--- config.mk ---
export PLATFORM = sky130hd
export DESIGN_NAME = midi_voice_allocator
export DESIGN_NICKNAME = d
export VERILOG_FILES = /design/src/mva_pkg.sv /design/src/mva_cell.sv /design/src/mva_ctrl.sv /design/src/midi_voice_allocator.sv
export VERILOG_INCLUDE_DIRS = /design/src /design/src/src
export SDC_FILE = /design/constraint.sdc
export NUM_CORES = 1
export LEC_CHECK = 0
export BUFFER_PORTS_ARGS = -buffer_cell sky130_fd_sc_hd__buf_2
export CORE_ASPECT_RATIO = 0.7
export CORE_MARGIN = 1.5
export CORE_UTILIZATION = 40
export DETAILED_ROUTE_END_ITERATION = 10
export SLEW_MARGIN = 40
export SYNTH_ARGS = -nofsm -noshare
export SYNTH_HDL_FRONTEND = slang
export SYNTH_SLANG_ARGS = --single-unit
--- constraint.sdc ---
create_clock -name clk -period 3.7 [get_ports clk]
set_input_delay 0.37 -clock clk [delete_from_list [all_inputs] [get_ports clk]]
set_output_delay 0.37 -clock clk [all_outputs]
set_load 0.01 [all_outputs]
--- src/assert_macros.svh ---
// Assertion macros shared by the voice allocator RTL.
// No dependencies; the macros expand to nothing when SYNTHESIS is defined.
`ifndef ASSERT_MACROS_SVH
`define ASSERT_MACROS_SVH
`ifndef SYNTHESIS
// Same-cycle implication, checked at every rising clock edge out of reset.
`define ASSERT_IMPLIES(label, clk, rst_n, ante, cons) \
    label: assert property (@(posedge clk) disable iff (!rst_n) (ante) |-> (cons)) \
        else $error("assertion failed");
// Next-cycle implication.
`define ASSERT_NEXT(label, clk, rst_n, ante, cons) \
    label: assert property (@(posedge clk) disable iff (!rst_n) (ante) |=> (cons)) \
        else $error("assertion failed");
`else
`define ASSERT_IMPLIES(label, clk, rst_n, ante, cons)
`define ASSERT_NEXT(label, clk, rst_n, ante, cons)
`endif
`endif

--- src/mva_pkg.sv ---
// Types, constants and helpers for the MIDI voice allocator.
// No dependencies; used by every module of the block.
package mva_pkg;

    localparam int NUM_VOICES = 8;
    localparam int VIDX_W     = (NUM_VOICES > 1) ? $clog2(NUM_VOICES) : 1;

    localparam logic [3:0] KIND_NOTE_OFF = 4'h8;
    localparam logic [3:0] KIND_NOTE_ON  = 4'h9;
    localparam logic [3:0] KIND_CTRL     = 4'hB;

    localparam logic [1:0] ACT_IGNORED   = 2'd0;
    localparam logic [1:0] ACT_STARTED   = 2'd1;
    localparam logic [1:0] ACT_RELEASED  = 2'd2;
    localparam logic [1:0] ACT_NOT_FOUND = 2'd3;

    typedef logic [VIDX_W-1:0] vidx_t;

    typedef struct packed {
        logic [7:0] status_byte;
        logic [7:0] first_data;
        logic [7:0] second_data;
    } mva_req_t;

    typedef struct packed {
        logic [1:0] action;
        logic [2:0] voice;
        logic [6:0] note;
        logic [6:0] velocity;
    } mva_rsp_t;

    // Write of a started note into one voice cell.
    typedef struct packed {
        logic       en;
        vidx_t      voice;
        logic [6:0] note;
    } mva_wr_t;

    // Release search token travelling down the cell chain.
    typedef struct packed {
        logic       valid;
        logic [6:0] note;
    } mva_tok_t;

    typedef enum logic {
        ST_IDLE,
        ST_SCAN
    } mva_state_t;

    // The reported voice field is three bits; wider indexes keep their low bits.
    function automatic logic [2:0] to_voice(input vidx_t idx);
        logic [VIDX_W+2:0] ext;
        ext = {3'b000, idx};
        return ext[2:0];
    endfunction

    function automatic vidx_t next_ptr(input vidx_t ptr);
        vidx_t res;
        if (ptr == vidx_t'(NUM_VOICES - 1)) begin
            res = '0;
        end
        else begin
            res = ptr + vidx_t'(1);
        end
        return res;
    endfunction

endpackage

--- src/mva_cell.sv ---
// One voice cell: holds the note and active flag of a single voice.
// Depends on mva_pkg. Passes the release search token to the next cell.
module mva_cell (
    input  logic              clk,
    input  logic              rst_n,
    input  mva_pkg::vidx_t    index,
    input  mva_pkg::mva_wr_t  wr,
    input  mva_pkg::mva_tok_t tok_in,
    output mva_pkg::mva_tok_t tok_out,
    output logic              hit
);
    import mva_pkg::*;

    logic       active_reg;
    logic       active_next;
    logic [6:0] note_reg;
    logic [6:0] note_next;
    mva_tok_t   tok_reg;
    mva_tok_t   tok_next;
    logic       wr_here;

    assign wr_here = wr.en && (wr.voice == index);
    assign hit     = tok_in.valid && active_reg && (note_reg == tok_in.note);
    assign tok_out = tok_reg;

    always_comb
    begin
        active_next = active_reg;
        note_next   = note_reg;
        if (wr_here) begin
            active_next = 1'b1;
            note_next   = wr.note;
        end
        else if (hit) begin
            active_next = 1'b0;
        end
        // A matching cell consumes the token so lower indexes win.
        tok_next.valid = tok_in.valid && !hit;
        tok_next.note  = tok_in.note;
    end

    always_ff @(posedge clk or negedge rst_n)
    begin
        if (!rst_n) begin
            active_reg <= 1'b0;
            tok_reg    <= '0;
        end
        else begin
            active_reg <= active_next;
            tok_reg    <= tok_next;
        end
    end

    always_ff @(posedge clk)
    begin
        note_reg <= note_next;
    end

endmodule

--- src/mva_ctrl.sv ---
// Request decoder, round-robin pointer, search sequencer and result register.
// Depends on mva_pkg; drives the cell chain write bus and search token.
module mva_ctrl (
    input  logic                          clk,
    input  logic                          rst_n,
    input  logic                          start,
    input  mva_pkg::mva_req_t             req,
    output logic                          busy,
    output logic                          done,
    output mva_pkg::mva_rsp_t             result,
    output mva_pkg::mva_wr_t              wr,
    output mva_pkg::mva_tok_t             tok,
    input  logic [mva_pkg::NUM_VOICES-1:0] hit
);
    import mva_pkg::*;

    mva_state_t state_reg;
    mva_state_t state_next;
    vidx_t      ptr_reg;
    vidx_t      ptr_next;
    vidx_t      cnt_reg;
    vidx_t      cnt_next;
    logic [6:0] note_reg;
    logic [6:0] note_next;
    logic       done_reg;
    logic       done_next;
    mva_rsp_t   result_reg;
    mva_rsp_t   result_next;
    logic [3:0] kind;
    logic       data_ok;
    logic       accept;

    assign kind    = req.status_byte[7:4];
    assign data_ok = !req.first_data[7] && !req.second_data[7];
    assign accept  = start && (state_reg == ST_IDLE);
    assign busy    = (state_reg != ST_IDLE);
    assign done    = done_reg;
    assign result  = result_reg;

    always_comb
    begin
        state_next  = state_reg;
        ptr_next    = ptr_reg;
        cnt_next    = cnt_reg;
        note_next   = note_reg;
        done_next   = 1'b0;
        result_next = result_reg;
        wr.en       = 1'b0;
        wr.voice    = ptr_reg;
        wr.note     = req.first_data[6:0];
        tok.valid   = 1'b0;
        tok.note    = note_reg;

        case (state_reg)
            ST_IDLE:
            begin
                if (accept) begin
                    result_next.action   = ACT_IGNORED;
                    result_next.voice    = 3'd0;
                    result_next.note     = req.first_data[6:0];
                    result_next.velocity = 7'd0;
                    done_next            = 1'b1;
                    if (data_ok) begin
                        case (kind)
                            KIND_NOTE_ON:
                            begin
                                if (req.second_data != 8'd0) begin
                                    wr.en                = 1'b1;
                                    result_next.action   = ACT_STARTED;
                                    result_next.voice    = to_voice(ptr_reg);
                                    result_next.velocity = req.second_data[6:0];
                                    ptr_next             = next_ptr(ptr_reg);
                                end
                                else begin
                                    // Zero velocity is a release.
                                    done_next  = 1'b0;
                                    state_next = ST_SCAN;
                                    cnt_next   = '0;
                                    note_next  = req.first_data[6:0];
                                end
                            end
                            KIND_NOTE_OFF:
                            begin
                                done_next  = 1'b0;
                                state_next = ST_SCAN;
                                cnt_next   = '0;
                                note_next  = req.first_data[6:0];
                            end
                            KIND_CTRL:
                            begin
                                result_next.action = ACT_IGNORED;
                            end
                            default:
                            begin
                                result_next.action = ACT_IGNORED;
                            end
                        endcase
                    end
                end
            end
            ST_SCAN:
            begin
                // The token reaches cell cnt_reg in this cycle.
                tok.valid            = (cnt_reg == '0);
                result_next.note     = note_reg;
                result_next.velocity = 7'd0;
                result_next.voice    = 3'd0;
                if (|hit) begin
                    result_next.action = ACT_RELEASED;
                    result_next.voice  = to_voice(cnt_reg);
                    done_next          = 1'b1;
                    state_next         = ST_IDLE;
                    ptr_next           = next_ptr(ptr_reg);
                end
                else if (cnt_reg == vidx_t'(NUM_VOICES - 1)) begin
                    result_next.action = ACT_NOT_FOUND;
                    done_next          = 1'b1;
                    state_next         = ST_IDLE;
                    ptr_next           = next_ptr(ptr_reg);
                end
                else begin
                    cnt_next = cnt_reg + vidx_t'(1);
                end
            end
            default:
            begin
                state_next = ST_IDLE;
            end
        endcase
    end

    always_ff @(posedge clk or negedge rst_n)
    begin
        if (!rst_n) begin
            state_reg <= ST_IDLE;
            ptr_reg   <= '0;
            cnt_reg   <= '0;
            done_reg  <= 1'b0;
        end
        else begin
            state_reg <= state_next;
            ptr_reg   <= ptr_next;
            cnt_reg   <= cnt_next;
            done_reg  <= done_next;
        end
    end

    always_ff @(posedge clk)
    begin
        note_reg   <= note_next;
        result_reg <= result_next;
    end

endmodule

--- src/midi_voice_allocator.sv ---
// Top level of the MIDI voice allocator: controller plus a chain of voice cells.
// Depends on mva_pkg, mva_ctrl, mva_cell and assert_macros.svh.
//
//  channel   ports                    qualifier          direction
//  request   req (mva_req_t)          start && !busy     in
//  result    result (mva_rsp_t)       done, one cycle    out
//
// Ignored messages and note starts give their result in the cycle after the request.
// A release walks a token down the cells, one cell per cycle, and ends at the
// first voice that matches, or after the last cell when no voice matches.
// busy is high during that walk; reset clears all voices and the pointer.
// The result is shown for one cycle and cannot be held off by the receiver.
`include "assert_macros.svh"

module midi_voice_allocator (
    input  logic              clk,
    input  logic              rst_n,
    input  logic              start,
    input  mva_pkg::mva_req_t req,
    output logic              busy,
    output logic              done,
    output mva_pkg::mva_rsp_t result
);
    import mva_pkg::*;

    mva_wr_t               wr;
    mva_tok_t              tok_chain [NUM_VOICES+1];
    logic [NUM_VOICES-1:0] hit;

    mva_ctrl u_ctrl (
        .clk    (clk),
        .rst_n  (rst_n),
        .start  (start),
        .req    (req),
        .busy   (busy),
        .done   (done),
        .result (result),
        .wr     (wr),
        .tok    (tok_chain[0]),
        .hit    (hit)
    );

    for (genvar g = 0; g < NUM_VOICES; g++) begin : g_cell
        mva_cell u_cell (
            .clk     (clk),
            .rst_n   (rst_n),
            .index   (vidx_t'(g)),
            .wr      (wr),
            .tok_in  (tok_chain[g]),
            .tok_out (tok_chain[g+1]),
            .hit     (hit[g])
        );
    end

    // Only one cell can hold the token, so at most one cell matches.
    `ASSERT_IMPLIES(a_hit_onehot, clk, rst_n, 1'b1, $onehot0(hit))
    // Cells only match during a release walk.
    `ASSERT_IMPLIES(a_hit_busy, clk, rst_n, |hit, busy)
    // A token leaving the end of the chain comes from a walk that found nothing.
    `ASSERT_IMPLIES(a_tok_exit, clk, rst_n, tok_chain[NUM_VOICES].valid, done && !busy)
    // A started voice is reported in the following cycle.
    `ASSERT_NEXT(a_start_done, clk, rst_n, wr.en, done && (result.action == ACT_STARTED))

endmodule
# Word-level counts from Yosys, hierarchy flattened
# Cells that the tools add are included.
# op_classes
n_addsub	2
mul	0
div_mod_pow	0
n_lt_le_gt_ge	0
eq_ne	28
shifts	0
n_mux	64
bitwise_logic	1
reduce_logical	59
# op_table
cell	n
$eq A7 B7 Y1	8
$mux W3	14
$pmux W19 S2	1
$logic_and A1 B1 Y1	33
$mux W1	32
$mux W7	4
$mux W19	1
$pmux W3 S2	3
$reduce_bool A2 Y1	9
$eq A3 B3 Y1 const B	5
$pmux W7 S2	1
$ne A2 B2 Y1 const B	5
$reduce_and A5 Y1	2
$logic_not A1 Y1	9
$ne A3 B3 Y1 const B	3
$eq A4 B4 Y1 const B	2
$pmux W1 S2	4
$reduce_bool A8 Y1	1
$reduce_or A8 Y1	1
$add A3 B1 Y3 const B	2
$eq A3 B2 Y1 const B	2
$logic_not A3 Y1	2
$reduce_and A6 Y1	1
$mux W5	1
6 further kinds	8
# totals
register_bits	154
latch_bits	0
ramBits	0
mem_bits_ro	0
input_bits	27
out_inout_bits	21
wordCells	193
memories	0

# Depth between registers and ports, before layout
# Gate-level depths: netlist of the first run.
# logic_depth
depth_word	8
depth_mapped	9
mapped_depth_nobuf	8

# Modules after synthesis
# A second synthesis of the first run with hierarchy kept.
# unflattened
hier_cells	375
area_unflattened_um2	6143.4
# by_module_without_submodules
module	n_inst	cells_per_inst	area_per_inst_um2	seq_area_each_um2
mva_cell	8	34	571.8	435.4
mva_ctrl	1	101	1561.5	980.9
midi_voice_allocator	1	2	7.5	0.0

# Worst setup path before layout of the first run
# OpenSTA, ideal clock, no wires.
# synth_timing
path_kind	reg2reg
from	register u_ctrl.state_reg, in the netlist u_ctrl.busy
to	register u_ctrl.ptr_reg[0]
setup_time_ps	125
arrival_time_ps	2085
slack_ps	1490
stages_incl_launch_ff	9
path_buffers	2
synth_period_minus_slack_ps	2210
cell_sequence	dfrtp_1 > buf_6 > or4_4 > nor2_4 > and3_1 > buf_6 > nor2_2 > a31oi_4 > mux2_4
# synth_via
elab_chain_cells	6
# synth_lines
element	line	text
start: declaration	mva_ctrl.sv:17	mva_state_t state_reg;
start signal: assignment	mva_ctrl.sv:141	state_reg <= state_next;
$mux W1	mva_ctrl.sv:54	case (state_reg)
$logic_and A1 B1 Y1 (2 in a row)	mva_cell.sv:23	assign hit = tok_in.valid && active_reg && (note_reg == tok_in.note);
$reduce_or A8 Y1	mva_ctrl.sv:108	if (|hit) begin
$ne A3 B3 Y1 (no line) / $mux W3 (equally long branches)	-	
$reduce_and A5 Y1 (no line) / $pmux W3 S2 (equally long branches)	-	
end signal: assignment	mva_ctrl.sv:142	ptr_reg <= ptr_next;
end: declaration	mva_ctrl.sv:19	vidx_t ptr_reg;
# Several ways; a longest one is shown, not always the timed one.
# A chain may end at the register's enable or synchronous reset.

# Worst setup path after layout of the first run
# layout_timing
from	register u_ctrl.state_reg, in the netlist u_ctrl.busy
to	register g_cell[0].u_cell.note_reg[4], enable pin
# layout_via
elab_chain_cells	5
# layout_lines
element	line	text
$not A1 Y1 (no line)	-	
$logic_and A1 B1 Y1	mva_ctrl.sv:35	assign accept = start && (state_reg == ST_IDLE);
$mux W1	mva_ctrl.sv:57	if (accept) begin
$mux W1 (*)	mva_ctrl.sv:54	
$logic_and A1 B1 Y1 (*)	mva_cell.sv:22	assign wr_here = wr.en && (wr.voice == index);
end signal: assignment	mva_cell.sv:56	note_reg <= note_next;
end: declaration	mva_cell.sv:16	logic [6:0] note_reg;
# Mark *: on every way between the ends. The rest lies on a longest branch, timed or not.

==> run_results.csv, run 1 <==
group,metric,value,unit
job,max_cap_viol_count,0,
layout,antenna_cells,0,
logic_synthesis,ys.flop_type,"edfxtp_1",
power_and_ir_drop,p_leak,2.75,nW
timing,relSlewSlack,49.5,%
setup_path,crit_type,"reg -> reg",
outcome,outcome,"finished clean",
global_routing,grt_pass1_wl,15400,µm
route,drc,0,
route,vias,2743,
logic_synthesis,synth.most_common_cell,"edfxtp_1",
logic_synthesis,avgSynthCellArea,17.2,µm²
route,drt-wirelength-per-cell,16.7,µm
placed_design,hpwl,6790,µm
power_and_ir_drop,p_total,4.19,mW
global_routing,grt_max_degree,73,
global_routing,grt_antenna_before_repair,0,
die,fp.dieArea,14900,µm²
clock_network,h-tree-depth,4,
clock_network,clk_pin_slew,0.06,ns
setup_path,cpPeakStageDelay,0.66,ns
route,drt-vias-per-instance,4.65,
setup_path,cp-end-kind,"flip-flop",
layout,fin_area,6730,µm²
power_and_ir_drop,irDropWorstVdd,319,µV
timing,max_freq,375,MHz
power_and_ir_drop,powerDensity,623,nW/µm²
setup_path,crit_path_frequent_cell,"and3_1",
timing,drv_slew,0,
logic_synthesis,synthArstFlopShare,46.8,%
layout,nFillCells,1197,
clock_network,clock_latency,0.41,ns
layout,layout-drive-gt1-share,21.8,%
setup_path,path_cells,"or4_4 > nor2_4 > and3_1 > and3_1",
global_routing,grt_overflow,0,
setup_path,required,3.76,ns
setup_path,cp_slowest_cell,"or4_4",
route,drt_wl_total,9840,µm
logic_synthesis,synth_cell_types,35,
die,coreArea,13900,µm²
layout,final_cells,590,
layout,postLayoutCoreUtil,48.5,%
global_routing,grt_usage,14.4,%
logic_synthesis,synth-edff-count,82,
die,row_count,36,
die,ioPinCount,48,
timing,fin_setup_tns,0,ns
placed_design,dp_cells,558,
timing,final.period_utilization,72.1,%
logic_synthesis,syn_area,5650,µm²
timing,finalHoldViolCount,0,
layout,layout.area.seq,4260,µm²
layout,fin_nets,424,
placed_design,postPlaceCellArea,6070,µm²
layout,multi_input_area,1320,µm²
logic_synthesis,seq_area_frac_synth,75.4,%
logic_synthesis,yosys_warnings,0,
global_routing,grt_pass1_vias,2729,
route,dr.pass1.iters,4,
placed_design,globalplace.congestion,0.725,
worst_hold_path,holdCritPathClass,"in -> reg",
logic_synthesis,synth-seq-cells,154,
logic_synthesis,synth.area.top_cells,"edfxtp_1, dfrtp_1, xnor2_1, xor2_1, ha_1",
route,drtIter0Drc,145,
setup_path,start_kind,"flip-flop",
placed_design,port_buffers,43,
route,antenna_left,0,
setup_path,crit_fanout,18,
timing,max_slew.worst_pin.slew,0.757,ns
timing,finalClockSkew,0.0144,ns
timing,setup_violations,0,
die,fp.dieH,102,µm
die,chipWidth,145,µm
logic_synthesis,synthCells,329,
logic_synthesis,synth_commonest_cells,"edfxtp_1, dfrtp_1, xnor2_1",
die,initial_core_util,40.7,%
clock_network,cts_sinks,154,
timing,rsz0062_at_grt,"false",
layout,syn2layout_area_growth,19.0,%
clock_network,cts_buffers,17,
logic_synthesis,syn_nets,365,
timing,period_needed,2.67,ns
logic_synthesis,yosys.area.top_type,"edfxtp_1",
clock_network,ctsLongestPathBuffers,2,
clock_network,post-cts-setup-buffer-count,0,
clock_network,cts_root_buffer,"clkbuf_16",
clock_network,cts_tree,"done",
logic_synthesis,synth_top_area_share,43.6,%
setup_path,cp.arrival,2.73,ns
## critical path, delay by kind of cell, from the launching register on
kind	cells	cell delay (ns)
DFF	1	0.63
and+or+nand+nor	4	1.69
## per-layer routing
layer	GRT usage [%]	vias up	part of all wire [%]
li1	-	1309	-
met1	20.0	1394	50
met2	21.5	30	46
met3	4.46	10	2.3
met4	5.42	0	1.1
met5	0	-	0
## stage by stage
stage / setup WS (ns) / hold slack, ns
after floorplan: 1.49 / 0.0744
after global placement: 1.08 / 0.380
after detailed placement: 1.02 / 0.386
after CTS: 1.00 / 0.259
after global routing: 0.853 / 0.271
final: 1.03 / 0.277
## layout by cell type, fill, tap and decap left out, types with 2 or more instances in the layout
cell and n:
edfxtp_1 82, dfrtp_1 72, buf_2 42, xnor2_1 32
xor2_1 24, clkbuf_16 17, and3_1 16, and2_1 9
ha_1 9, inv_1 8, nand4_1 8, a21o_1 8
mux2_2 7, nand3_1 5, or4_1 5, nor4_1 5
bufinv_16 5, nand2_1 4, nor2_1 4, mux2i_1 4
nand2b_1 3, nor3_1 3, a32o_1 3, clkinvlp_4 3
mux2_4 2, clkbuf_1 2
## power by group
part	internal (mW)	switching [mW]
Combinational	0.149	0.181
Sequential	1.92	0.0787
Clock	1.21	0.648
Total	3.28	0.908
## final timing paths
path,endpoint,slack [ns],from,cells past startpoint
min in group asynchronous,g_cell[4].u_cell.tok_out[3]$_DFF_PN0_,0.55,rst_n,2
max in group asynchronous,g_cell[1].u_cell.tok_out[2]$_DFF_PN0_,2.69,rst_n,2
hold / removal,u_ctrl.result[1]$_SDFFCE_PP0N_,0.28,req[1],2
setup reg to reg,g_cell[0].u_cell.note_reg[4]$_DFFE_PP_,1.03,u_ctrl.busy$_DFF_PN0_,4
hold reg to reg,g_cell[4].u_cell.tok_out[0]$_DFF_PN0_,0.39,g_cell[3].u_cell.tok_out[0]$_DFF_PN0_,0
setup / recovery,g_cell[0].u_cell.note_reg[4]$_DFFE_PP_,1.03,u_ctrl.busy$_DFF_PN0_,4
## timing repair
action                                 in CTS  in global routing
endpoints found under the hold margin       6                  0
hold buffers                                1                  0
resized for setup                           0                  0
setup endpoints to repair                   0                  0
## kinds of logic after synthesis
kind of cell    Yosys count  share of synthesized area [%]
buf+inv                  12                           1.20
flops                   154                           75.4
fa+ha+maj                 9                           1.99
compound gates           15                           2.35
simple gates             70                           7.72
mux                      13                           2.63
xor+xnor                 56                           8.68
## area by class of cell
type                       count  share of cell area, %
sequential                   154                   63.4
multi-input combinational    163                   19.6
clock buffer                  20                   6.64
tap                          190                   3.53
timing repair buffer          44                   3.44
clock inverter                11                   2.90
inverter                       8                  0.446
(Power assumes the default switching activity.)
==> inputs of run 2 (changes only) <==
- clock period: 3.7 -> 2.19 ns (I/O delays scaled with it)
==> run 2 against run 1 <==
  * Clock-buffer cell count decreased by 2
  * Register-to-register slack got worse by 1.0 ns
  * Highest routed layer unchanged
  * Routed wire length decreased by 1.8%
==> run_results.csv, run 2 (synthesis gave the netlist of run 1 again) <==
group,metric,value,unit
outcome,outcome,"finished clean",
clock_network,clk_pin_slew,0.06,ns
timing,max_freq,463,MHz
placed_design,hpwl,6990,µm
clock_network,cts_tree,"done",
global_routing,grt_pass1_vias,2912,
worst_hold_path,min_to,"u_ctrl.result[2]$_SDFFCE_PP0N_",
setup_path,path_cells,"xor2_2 > nor4_4 > buf_4 > nand4_1 > and4_4 > and4b_2 > mux2_4",
layout,syn2layout_area_growth,22.2,%
setup_path,cp_num_cells,7,
global_routing,grt_usage,14.1,%
global_routing,grt_max_degree,40,
power_and_ir_drop,p_leak,2.84,nW
layout,mostFrequentLayoutCells,"edfxtp_1, dfrtp_1, buf_2, xnor2_1, xor2_1",
setup_path,start_kind,"flip-flop",
worst_hold_path,holdPathStages,2,
die,fp.dieArea,14900,µm²
clock_network,h-tree-depth,4,
setup_path,critPathTopFamily,"simple AND/OR/NAND/NOR gates",
route,drtIter0Drc,100,
setup_path,cp.arrival,2.46,ns
power_and_ir_drop,power_frac_comb,9.9,%
route,antenna_left,0,
timing,period_needed,2.16,ns
power_and_ir_drop,p_sw,1.59,mW
timing,relSlewSlack,50.3,%
global_routing,grt_pass1_wl,15400,µm
die,chipWidth,145,µm
timing,max_slew.worst_pin.slew,0.745,ns
worst_hold_path,holdCritPathClass,"in -> reg",
placed_design,port_buffers,43,
power_and_ir_drop,power.internal,5.48,mW
timing,setup_violations,0,
setup_path,required,2.49,ns
route,drt_wl_total,9660,µm
power_and_ir_drop,pwr-share-seq,47.0,%
setup_path,timing.reg2reg.setup_slack,0.03,ns
setup_path,rr_startpoint,"g_cell[0].u_cell.note_reg[3]$_DFFE_PP_",
setup_path,crit_fanout,4,
clock_network,ctsLongestPathBuffers,2,
layout,layout_commonest_cell,"edfxtp_1",
timing,finalHoldViolCount,0,
timing,drv_slew,0,
power_and_ir_drop,pwr-share-clk,43.0,%
placed_design,dp_slack,-0.115,ns
setup_path,worst-path-buf-inv,1,
setup_path,crit_type,"reg -> reg",
global_routing,grt_overflow,0,
setup_path,cpPeakStageDelay,0.41,ns
power_and_ir_drop,switching_share,22.5,%
setup_path,cp-end-kind,"flip-flop",
route,drt-vias-per-instance,4.69,
worst_hold_path,hold_path.startpoint,"req[2]",
die,ioPinCount,48,
timing,setup_ws,0.0312,ns
setup_path,cp_slowest_cell,"edfxtp_1",
setup_path,ff2ff_path_depth,7,
route,drc,0,
die,row_count,36,
route,drt-wirelength-per-cell,15.8,µm
layout,fin_nets,443,
die,fp.dieH,102,µm
clock_network,cts_root_buffer,"clkbuf_16",
die,coreArea,13900,µm²
layout,antenna_cells,0,
route,vias,2861,
timing,final.period_utilization,98.6,%
job,max_cap_viol_count,0,
die,initial_core_util,40.7,%
timing,finalClockSkew,0.00896,ns
route,dr.pass1.iters,6,
layout,nFillCells,1182,
layout,layout-drive-gt1-share,27.4,%
clock_network,cts_buffers,17,
clock_network,cts_sinks,154,
timing,fin_setup_tns,0,ns
power_and_ir_drop,irDropWorstVdd,589,µV
timing,rsz0062_at_grt,"true",
placed_design,globalplace.congestion,0.734,
setup_path,cp-startpoint,"g_cell[0].u_cell.note_reg[3]$_DFFE_PP_",
clock_network,clock_latency,0.41,ns
global_routing,grt_antenna_before_repair,0,
power_and_ir_drop,powerDensity,1020,nW/µm²
setup_path,timing.rr.end,"u_ctrl.cnt_reg[1]$_DFFE_PN0P_",
run 2: cell types whose count changed in the layout (fill, tap and decap cells not counted), sizes merged:
cell	change
bufinv	-1
buf	+19
inv	+2
clkbuf	-2
clkinv	+2
run 2: metrics by stage:
stage	util (%)	cells	hold WS (ns)	instance area, µm²	total power, mW
after floorplan	-	329	-0.0766	5660	3.77
after global placement	44.9	576	0.225	6220	4.06
after detailed placement	44.9	576	0.235	6220	4.08
after CTS	49.5	610	0.112	6870	7.15
after global routing	49.8	610	0.119	6910	7.38
final	49.8	610	0.127	6910	7.07
run 2: power by group through the flow:
stage                     sequential, mW  clock (mW)  combinational [mW]
final                               3.33        3.04               0.703
after global routing                3.35        3.24               0.791
after CTS                           3.33        3.11               0.712
after detailed placement            3.38           0               0.703
after global placement              3.38           0               0.682
after floorplan                     3.42           0               0.347
run 2: worst register-to-register path: cells and delay by family (launching register included):
kind	cells	cell delay (ns)
DFF	1	0.41
buffers and inverters	1	0.15
xor gates and xnor gates	1	0.20
and+or+nand+nor	4	0.99
muxes	1	0.30
run 2: layout make-up:
| cell class | instances | area (µm²) | share of cell area, % |
|---|---|---|---|
| clock buffers | 18 | 429 | 6.21 |
| flip-flops and latches | 154 | 4260 | 61.7 |
| multi-input cells | 163 | 1370 | 19.8 |
| repair buffers | 63 | 387 | 5.59 |
| well taps | 190 | 238 | 3.44 |
| clock inverters | 14 | 195 | 2.82 |
| inverters | 8 | 30.0 | 0.435 |
run 2: worst max-delay path by stage:
stage,slack (ns),to
floorplan,0.08,u_ctrl.ptr_reg[0]$_DFFE_PN0P_
global placement,-0.08,u_ctrl.result[17]$_DFFE_PP_
detailed placement,-0.12,u_ctrl.result[18]$_DFFE_PP_
CTS,0.01,u_ctrl.result[17]$_DFFE_PP_
global route,-0.09,u_ctrl.busy$_DFF_PN0_
finish,0.03,u_ctrl.cnt_reg[1]$_DFFE_PN0P_
run 2: repair_timing:
action                                  in CTS  in global routing
pin swaps                                    1                  4
resized for setup                            2                  7
buffers inserted                             1                  0
endpoints found under the setup margin       8                 20
endpoints found under the hold margin       37                  0
hold buffers                                 1                  0
run 2: per-layer routing:
layer | part of all wire [%] | up-vias | GRT usage (%)
met2 | 45 | 36 | 20.3
li1 | - | 1353 | -
met4 | 1.3 | 0 | 7.06
met5 | 0 | - | 0
met3 | 3.0 | 11 | 3.30
met1 | 50 | 1461 | 20.1
==> inputs of run 3 (changes only) <==
- PLACE_DENSITY_LB_ADDON: not set -> 0.3
- REMOVE_ABC_BUFFERS: not set -> 1
==> run 3 against run 2 <==
  * Final cell count stayed put
  * Sequential power barely moved
  * Sequential share of layout area increased by 0.20 points
  * Combinational power down 5.3%
  * Clock power decreased by 16%
  * Total power decreased by 7.1%
  * Routed wire length fell by 0.18%
  * Die area is the same
  * Design area is 0.33% lower
  * Largest cell class unchanged
  * Critical path type unchanged
  * Largest power group unchanged
  * Maximum frequency up 0.18%
  * Utilization shrank 0.16 points
  * Via count is 2.4% lower
==> run_results.csv, run 3 (synthesis gave the netlist of run 1 again) <==
group,metric,value,unit
layout,syn2layout_area_growth,21.8,%
timing,relSlewSlack,49.5,%
power_and_ir_drop,p_leak,2.83,nW
global_routing,grt_max_degree,40,
setup_path,start_kind,"flip-flop",
layout,mostFrequentLayoutCells,"edfxtp_1, dfrtp_1, buf_2, xnor2_1, xor2_1",
layout,layout_commonest_cell,"edfxtp_1",
die,row_count,36,
die,initial_core_util,40.7,%
placed_design,dp_slack,-0.0304,ns
timing,finalClockSkew,0.0112,ns
power_and_ir_drop,p_total,6.57,mW
job,max_cap_viol_count,0,
route,vias,2793,
setup_path,ff2ff_path_depth,8,
worst_hold_path,holdPathStages,2,
die,chipWidth,145,µm
timing,finalHoldViolCount,0,
clock_network,cts_sinks,154,
setup_path,cp-end-kind,"flip-flop",
timing,rsz0062_at_grt,"true",
clock_network,cts_buffers,17,
route,dr.pass1.iters,4,
layout,postLayoutCoreUtil,49.6,%
route,drc,0,
global_routing,grt_pass1_vias,2911,
setup_path,cp-startpoint,"u_ctrl.cnt_reg[1]$_DFFE_PN0P_",
route,drt_wl_total,9640,µm
setup_path,required,2.49,ns
placed_design,hpwl,6910,µm
global_routing,grt_antenna_before_repair,0,
route,drt-vias-per-instance,4.58,
die,fp.dieArea,14900,µm²
route,drtIter0Drc,114,
layout,layout-drive-gt1-share,27.6,%
clock_network,cts_root_buffer,"clkbuf_16",
global_routing,grt_pass1_wl,15200,µm
placed_design,globalplace.congestion,0.699,
clock_network,cts_tree,"done",
clock_network,clock_latency,0.41,ns
placed_design,port_buffers,43,
outcome,outcome,"finished clean",
die,coreArea,13900,µm²
timing,drv_slew,0,
timing,setup_ws,0.0351,ns
worst_hold_path,hold_path.startpoint,"req[2]",
layout,antenna_cells,0,
power_and_ir_drop,powerDensity,954,nW/µm²
power_and_ir_drop,irDropWorstVdd,574,µV
timing,max_slew.worst_pin.slew,0.757,ns
clock_network,h-tree-depth,4,
setup_path,rr_startpoint,"u_ctrl.cnt_reg[1]$_DFFE_PN0P_",
global_routing,grt_usage,14.1,%
die,fp.dieH,102,µm
die,ioPinCount,48,
clock_network,ctsLongestPathBuffers,2,
timing,period_needed,2.15,ns
timing,whs,0.128,ns
timing,final.period_utilization,98.4,%
clock_network,clk_pin_slew,0.06,ns
setup_path,cp.arrival,2.45,ns
route,drt-wirelength-per-cell,15.8,µm
worst_hold_path,holdCritPathClass,"in -> reg",
timing,max_freq,464,MHz
route,antenna_left,0,
layout,fin_nets,443,
setup_path,crit_type,"reg -> reg",
global_routing,grt_overflow,0,
timing,setup_violations,0,
setup_path,crit_fanout,4,
layout,nFillCells,1185,
run 3: cell count changes in the layout (fill, tap and decap cells not counted), sizes merged:
cell | previous run | this run
bufinv | 4 | 0
clkbuf | 18 | 21
clkinv | 4 | 8
inv | 11 | 8
run 3: metrics by stage:
step                      area (µm²)  setup TNS (ns)  std cells
after floorplan                 5620           -2.96        325
after global placement          6290               0        575
after detailed placement        6290          -0.122        575
after CTS                       6840               0        608
after global routing            6890          -0.161        610
final                           6890               0        610
run 3: path summary, 6_finish.rpt:
check	end	slack (ns)
setup / recovery	u_ctrl.cnt_reg[1]$_DFFE_PN0P_	0.04
hold / removal	u_ctrl.result[2]$_SDFFCE_PP0N_	0.13
setup reg to reg	u_ctrl.cnt_reg[1]$_DFFE_PN0P_	0.04
hold reg to reg	g_cell[6].u_cell.tok_out[0]$_DFF_PN0_	0.39
max in group asynchronous	g_cell[1].u_cell.tok_out[3]$_DFF_PN0_	1.30
min in group asynchronous	g_cell[6].u_cell.tok_out[6]$_DFF_PN0_	0.32
run 3: power breakdown:
part           internal (mW)  switching, mW
clock                   1.47           1.09
combinational          0.293          0.373
sequential              3.24         0.0933
run 3: worst max-delay path: stages (launching register included):
cell	delay, ns
dfrtp_1	0.41
inv_1	0.10
ha_1	0.14
nand3b_1	0.12
nor3_2	0.21
nand4_1	0.22
and4_4	0.28
and4b_2	0.27
mux2_4	0.30
run 3: routing by layer:
metal | track usage [%] | share of wire, % | up-vias
li1 | - | - | 1356
met5 | 0 | 0 | -
met4 | 8.40 | 1.8 | 0
met1 | 18.9 | 50 | 1389
met2 | 21.3 | 46 | 35
met3 | 3.08 | 2.2 | 13
run 3: area by class of cell:
cell class,count,area [µm²],area share (%)
timing repair buffer,63,465,6.76
multi-input combinational,163,1360,19.8
clock buffer,21,450,6.54
clock inverter,11,76.3,1.11
sequential,154,4260,61.9
tap,190,238,3.45
inverter,8,30.0,0.436
run 3: timing repair:
item                       CTS  global route
gates cloned                 0             0
pin swaps                    1             9
setup endpoints to repair   31             9
setup buffers                0             2
hold endpoints to repair    38             0
gates resized for setup      7             7
hold buffers                 1             0
